## config.mk

```make
export PLATFORM = sky130hd
export DESIGN_NAME = c3zp_queue
export DESIGN_NICKNAME = d
export VERILOG_FILES = /design/src/hdl/c3zp_queue.sv
export SDC_FILE = /design/constraint.sdc
export NUM_CORES = 1
export LEC_CHECK = 0
export BUFFER_PORTS_ARGS = -buffer_cell sky130_fd_sc_hd__buf_2
export CELL_PAD_IN_SITES_DETAIL_PLACEMENT = 1
export CELL_PAD_IN_SITES_GLOBAL_PLACEMENT = 1
export CORE_UTILIZATION = 27
export DETAILED_ROUTE_END_ITERATION = 10
export GPL_ROUTABILITY_DRIVEN = 1
export PLACE_DENSITY_LB_ADDON = 0.1
export SLEW_MARGIN = 20
export SYNTH_ARGS = -nofsm -noshare
export SYNTH_HDL_FRONTEND = slang
export SYNTH_SLANG_ARGS = --single-unit
export TNS_END_PERCENT = 5
```

## constraint.sdc

```tcl
create_clock -name clk -period 2.5 [get_ports clk]
set_input_delay 0.25 -clock clk [delete_from_list [all_inputs] [get_ports clk]]
set_output_delay 0.25 -clock clk [all_outputs]
set_load 0.03 [all_outputs]
```

## src/hdl/c3zp_queue.sv

```systemverilog
// Small register FIFO with an occupancy count.
`default_nettype none

module c3zp_queue #(
    parameter int WIDTH = 8,
    parameter int DEPTH = 4
) (
    input  wire logic                       clk,
    input  wire logic                       rst_n,
    input  wire logic                       push,
    input  wire logic [WIDTH-1:0]           wdata,
    input  wire logic                       pop,
    output logic      [WIDTH-1:0]           rdata,
    output logic      [$clog2(DEPTH+1)-1:0] count
);

    localparam int PW = $clog2(DEPTH);
    localparam int CW = $clog2(DEPTH + 1);

    logic [WIDTH-1:0] mem [DEPTH];
    logic [PW-1:0]    wr_ptr_reg, wr_ptr_next;
    logic [PW-1:0]    rd_ptr_reg, rd_ptr_next;
    logic [CW-1:0]    count_reg, count_next;
    logic             do_pop;

    assign do_pop = pop && (count_reg != '0);
    assign rdata  = mem[rd_ptr_reg];
    assign count  = count_reg;

    always_comb
    begin
        wr_ptr_next = wr_ptr_reg;
        rd_ptr_next = rd_ptr_reg;
        if (push)
        begin
            wr_ptr_next = (wr_ptr_reg == PW'(DEPTH - 1)) ? '0 : wr_ptr_reg + 1'b1;
        end
        if (do_pop)
        begin
            rd_ptr_next = (rd_ptr_reg == PW'(DEPTH - 1)) ? '0 : rd_ptr_reg + 1'b1;
        end
        count_next = count_reg + CW'(push) - CW'(do_pop);
    end

    always_ff @(posedge clk or negedge rst_n)
    begin
        if (!rst_n)
        begin
            wr_ptr_reg <= '0;
            rd_ptr_reg <= '0;
            count_reg  <= '0;
        end
        else
        begin
            wr_ptr_reg <= wr_ptr_next;
            rd_ptr_reg <= rd_ptr_next;
            count_reg  <= count_next;
        end
    end

    always_ff @(posedge clk)
    begin
        if (push)
        begin
            mem[wr_ptr_reg] <= wdata;
        end
    end

endmodule

`default_nettype wire

```

==> metrics.md <==
| Metric | Value |
|---|---|
| # hold bufs at CTS | 1 |
| Largest net degree at the start of global routing | 13 |
| Leak | 0.706 nW |
| Critical-path cell list | o31ai_4 > inv_1 > ha_1 > inv_1 > ha_1 > inv_1 > fa_1 > xnor2_1 > xnor2_1 |
| Residual DRC | 0 |
| DP Worst Slack | 386 ps |
| Multi-input logic area | 400 sq um |
| Clock tree buffer depth | 2 |
| CP delay by family, top | adder cells |
| First-pass GRT wire length | 4400 um |
| Die Footprint | 0.00616 sq mm |
| Total Wirelength | 2600 um |
| Fin area | 0.00188 sq mm |
| Internal power | 1.47 mW |
| Die width | 78.5 um |
| Fill count | 585 |
| Area of the core | 0.00557 sq mm |
| Crit path kind | flop to flop |
| Synth Warn # | 0 |
| Post-CTS setup buffer count | 0 |
| Status | complete, no violations |
| ANT cells | 0 |
| Routed Antenna Nets | 0 |
| Overall Global Routing Usage | 10.2% |
| Seq/Total Area, Yosys | 71.9% |
| Cell Rows | 27 |
| Initial Util | 28.3% |
| Required @ worst endpoint | 2710 ps |
| Root buffer cell | clkbuf_8 |
| Reg area | 0.00114 sq mm |
| Vias in the first global route | 892 |
| Seq pwr share | 44.4% |
| Clock power frac | 22.1% |
| Initial antenna violation count | 0 |
| Crit-path max cell delay | 460 ps |
| Slowest cell on crit path | dfrtp_1 |
| Data arrival, critical path | 2310 ps |
| VDD IR max | 0.000439 V |
| Post-layout worst setup margin | 405 ps |
| Sw frac | 35.1% |
| Clk pin slew, worst setup/hold paths | 70 ps |
| Worst Path Buf+Inv | 3 |
| Comb pwr share | 33.5% |
| DR vias/cell | 4.33 |
| Final Max Slew Viols | 0 |
| Clock Latency Late Sink | 290 ps |
| Routability cong. | 0.653 |
| Syn Nets | 98 |
| Pwr dens | 1210 mW/mm^2 |
| Max_slew headroom | 57.2% |
| Clk_skew | 5.99 ps |
| CP Max Fanout | 4 |
| Share of cells above drive strength 1 | 37.4% |
| Port bufs | 22 |
| Area growth syn-to-layout | 19.1% |
| Average cell area after synthesis | 20.2 sq um |
| Num Clock Sinks | 39 |
| CTS tree | yes |
| WL/cell | 14.5 um |
| Setup_tns | 0 ps |
| Worst Tran Pin Value | 643 ps |
| RSZ-0062 raised after global routing | false |
| Element type at the critical path end | flop |
| Hpwl dp | 1760 um |
| Fmax | 477 MHz |
| IO Pins | 23 |
| Critical Path Most Common Cell | inv_1 |
| Global route overflow | 0 |
| Die Ht | 78.5 um |
| Detailed-route via count | 775 |
| Final Hold Viols | 0 |
| Cells after synthesis | 78 |
| Min cycle time layout | 2090 ps |
| Nets | 126 |
| Total Power | 2.27 mW |
| Synth Register Bits | 39 |
| Router iterations before antenna repair | 4 |
| CTS buffer count | 5 |
| Post-CTS sizing | 0 |
| Startpoint Class | flop |
| Mapped Area | 0.00158 sq mm |
| Drt initial violations | 23 |
| Worst hold path type | primary input to flop |
| Number of max-cap violations | 0 |
| Placed cell area | 0.00176 sq mm |
| Final Cycle Share | 83.8% |
| P_sw | 0.795 mW |
| # H-tree levels | 2 |
| Final setup vio count | 0 |
| Largest register FFs | 32 |
| Yosys cell types | 16 |
-- area by class of cell --
cell class | instances | area share [%]
timing repair buffer | 23 | 6.39
multi-input combinational | 30 | 21.3
sequential | 39 | 60.4
clock buffer | 5 | 3.66
inverter | 7 | 1.40
clock inverter | 3 | 2.06
tap | 72 | 4.79
-- final timing paths --
| check | cells after the start | endpoint | start | slack (ps) |
|---|---|---|---|---|
| worst max-delay path | 9 | count[2] | count[1] | 410 |
| worst min-delay path | 1 | mem[1][0] | wdata[0] | 170 |
| worst max register to register | 9 | count[2] | count[1] | 410 |
| worst min register to register | 1 | count[2] | count[2] | 560 |
| max in group asynchronous | 2 | wr_ptr_reg[0] | rst_n | 2020 |
| min in group asynchronous | 2 | count[2] | rst_n | 320 |
-- placed cells by master, fill, tap and decap left out, drive strengths merged --
cell type / netlist / final
bufinv: 0 / 1
o21ai: 2 / 2
fa: 1 / 1
or3b: 1 / 1
xnor2: 2 / 2
and2: 4 / 4
buf: 1 / 22
clkinv: 0 / 2
ha: 7 / 7
edfxtp: 32 / 32
dfrtp: 7 / 7
nor2: 1 / 1
o31ai: 1 / 1
mux2: 2 / 2
clkbuf: 1 / 5
mux4: 8 / 8
dlygate4sd3: 0 / 1
inv: 7 / 7
nand2: 1 / 1
-- per-stage QoR --
| step | hold slack, ps | instances | utilization, % |
|---|---|---|---|
| after floorplan | -45.6 | 78 | - |
| after global routing | 166 | 179 | 33.7 |
| after CTS | 166 | 179 | 33.7 |
| after detailed placement | 96.1 | 170 | 31.6 |
| final | 173 | 179 | 33.7 |
| after global placement | 94.9 | 170 | 31.6 |
-- Yosys cell counts, drive strengths merged --
cell    count  share of area [%]
or3b        1               0.55
ha          7                5.5
o21ai       2               0.63
nor2        1               0.24
o31ai       1                1.3
mux4        8                 11
clkbuf      1               0.32
xnor2       2                1.1
edfxtp     32                 61
dfrtp       7                 11
fa          1                1.3
and2        4                1.6
nand2       1               0.24
buf         1               0.71
inv         7                1.7
mux2        2                1.4
-- power groups by stage --
stage / logic (mW) / clock network (mW) / registers [mW]
6_report: 0.759 / 0.501 / 1.01
3_5_place_dp: 0.774 / 0 / 1.03
2_1_floorplan: 0.610 / 0 / 0.987
5_1_grt: 0.841 / 0.549 / 1.04
3_3_place_gp: 0.772 / 0 / 1.02
4_1_cts: 0.779 / 0.518 / 1.02
-- cells by family after synthesis --
kind of cell / count (synthesis) / synth area share (%)
mux: 10 / 12.8
xor+xnor: 2 / 1.11
simple gates: 7 / 2.61
fa+ha+maj: 8 / 6.81
flops: 39 / 71.9
compound gates: 3 / 1.98
buf+inv: 9 / 2.69
-- routing by layer --
metal  GRT usage, %  part of all wire [%]
met5              0                     0
met1           11.3                    43
met4           5.00                   1.5
met3           4.30                   4.5
met2           16.8                    51
No activity file was read; power rests on OpenSTA's default activity.
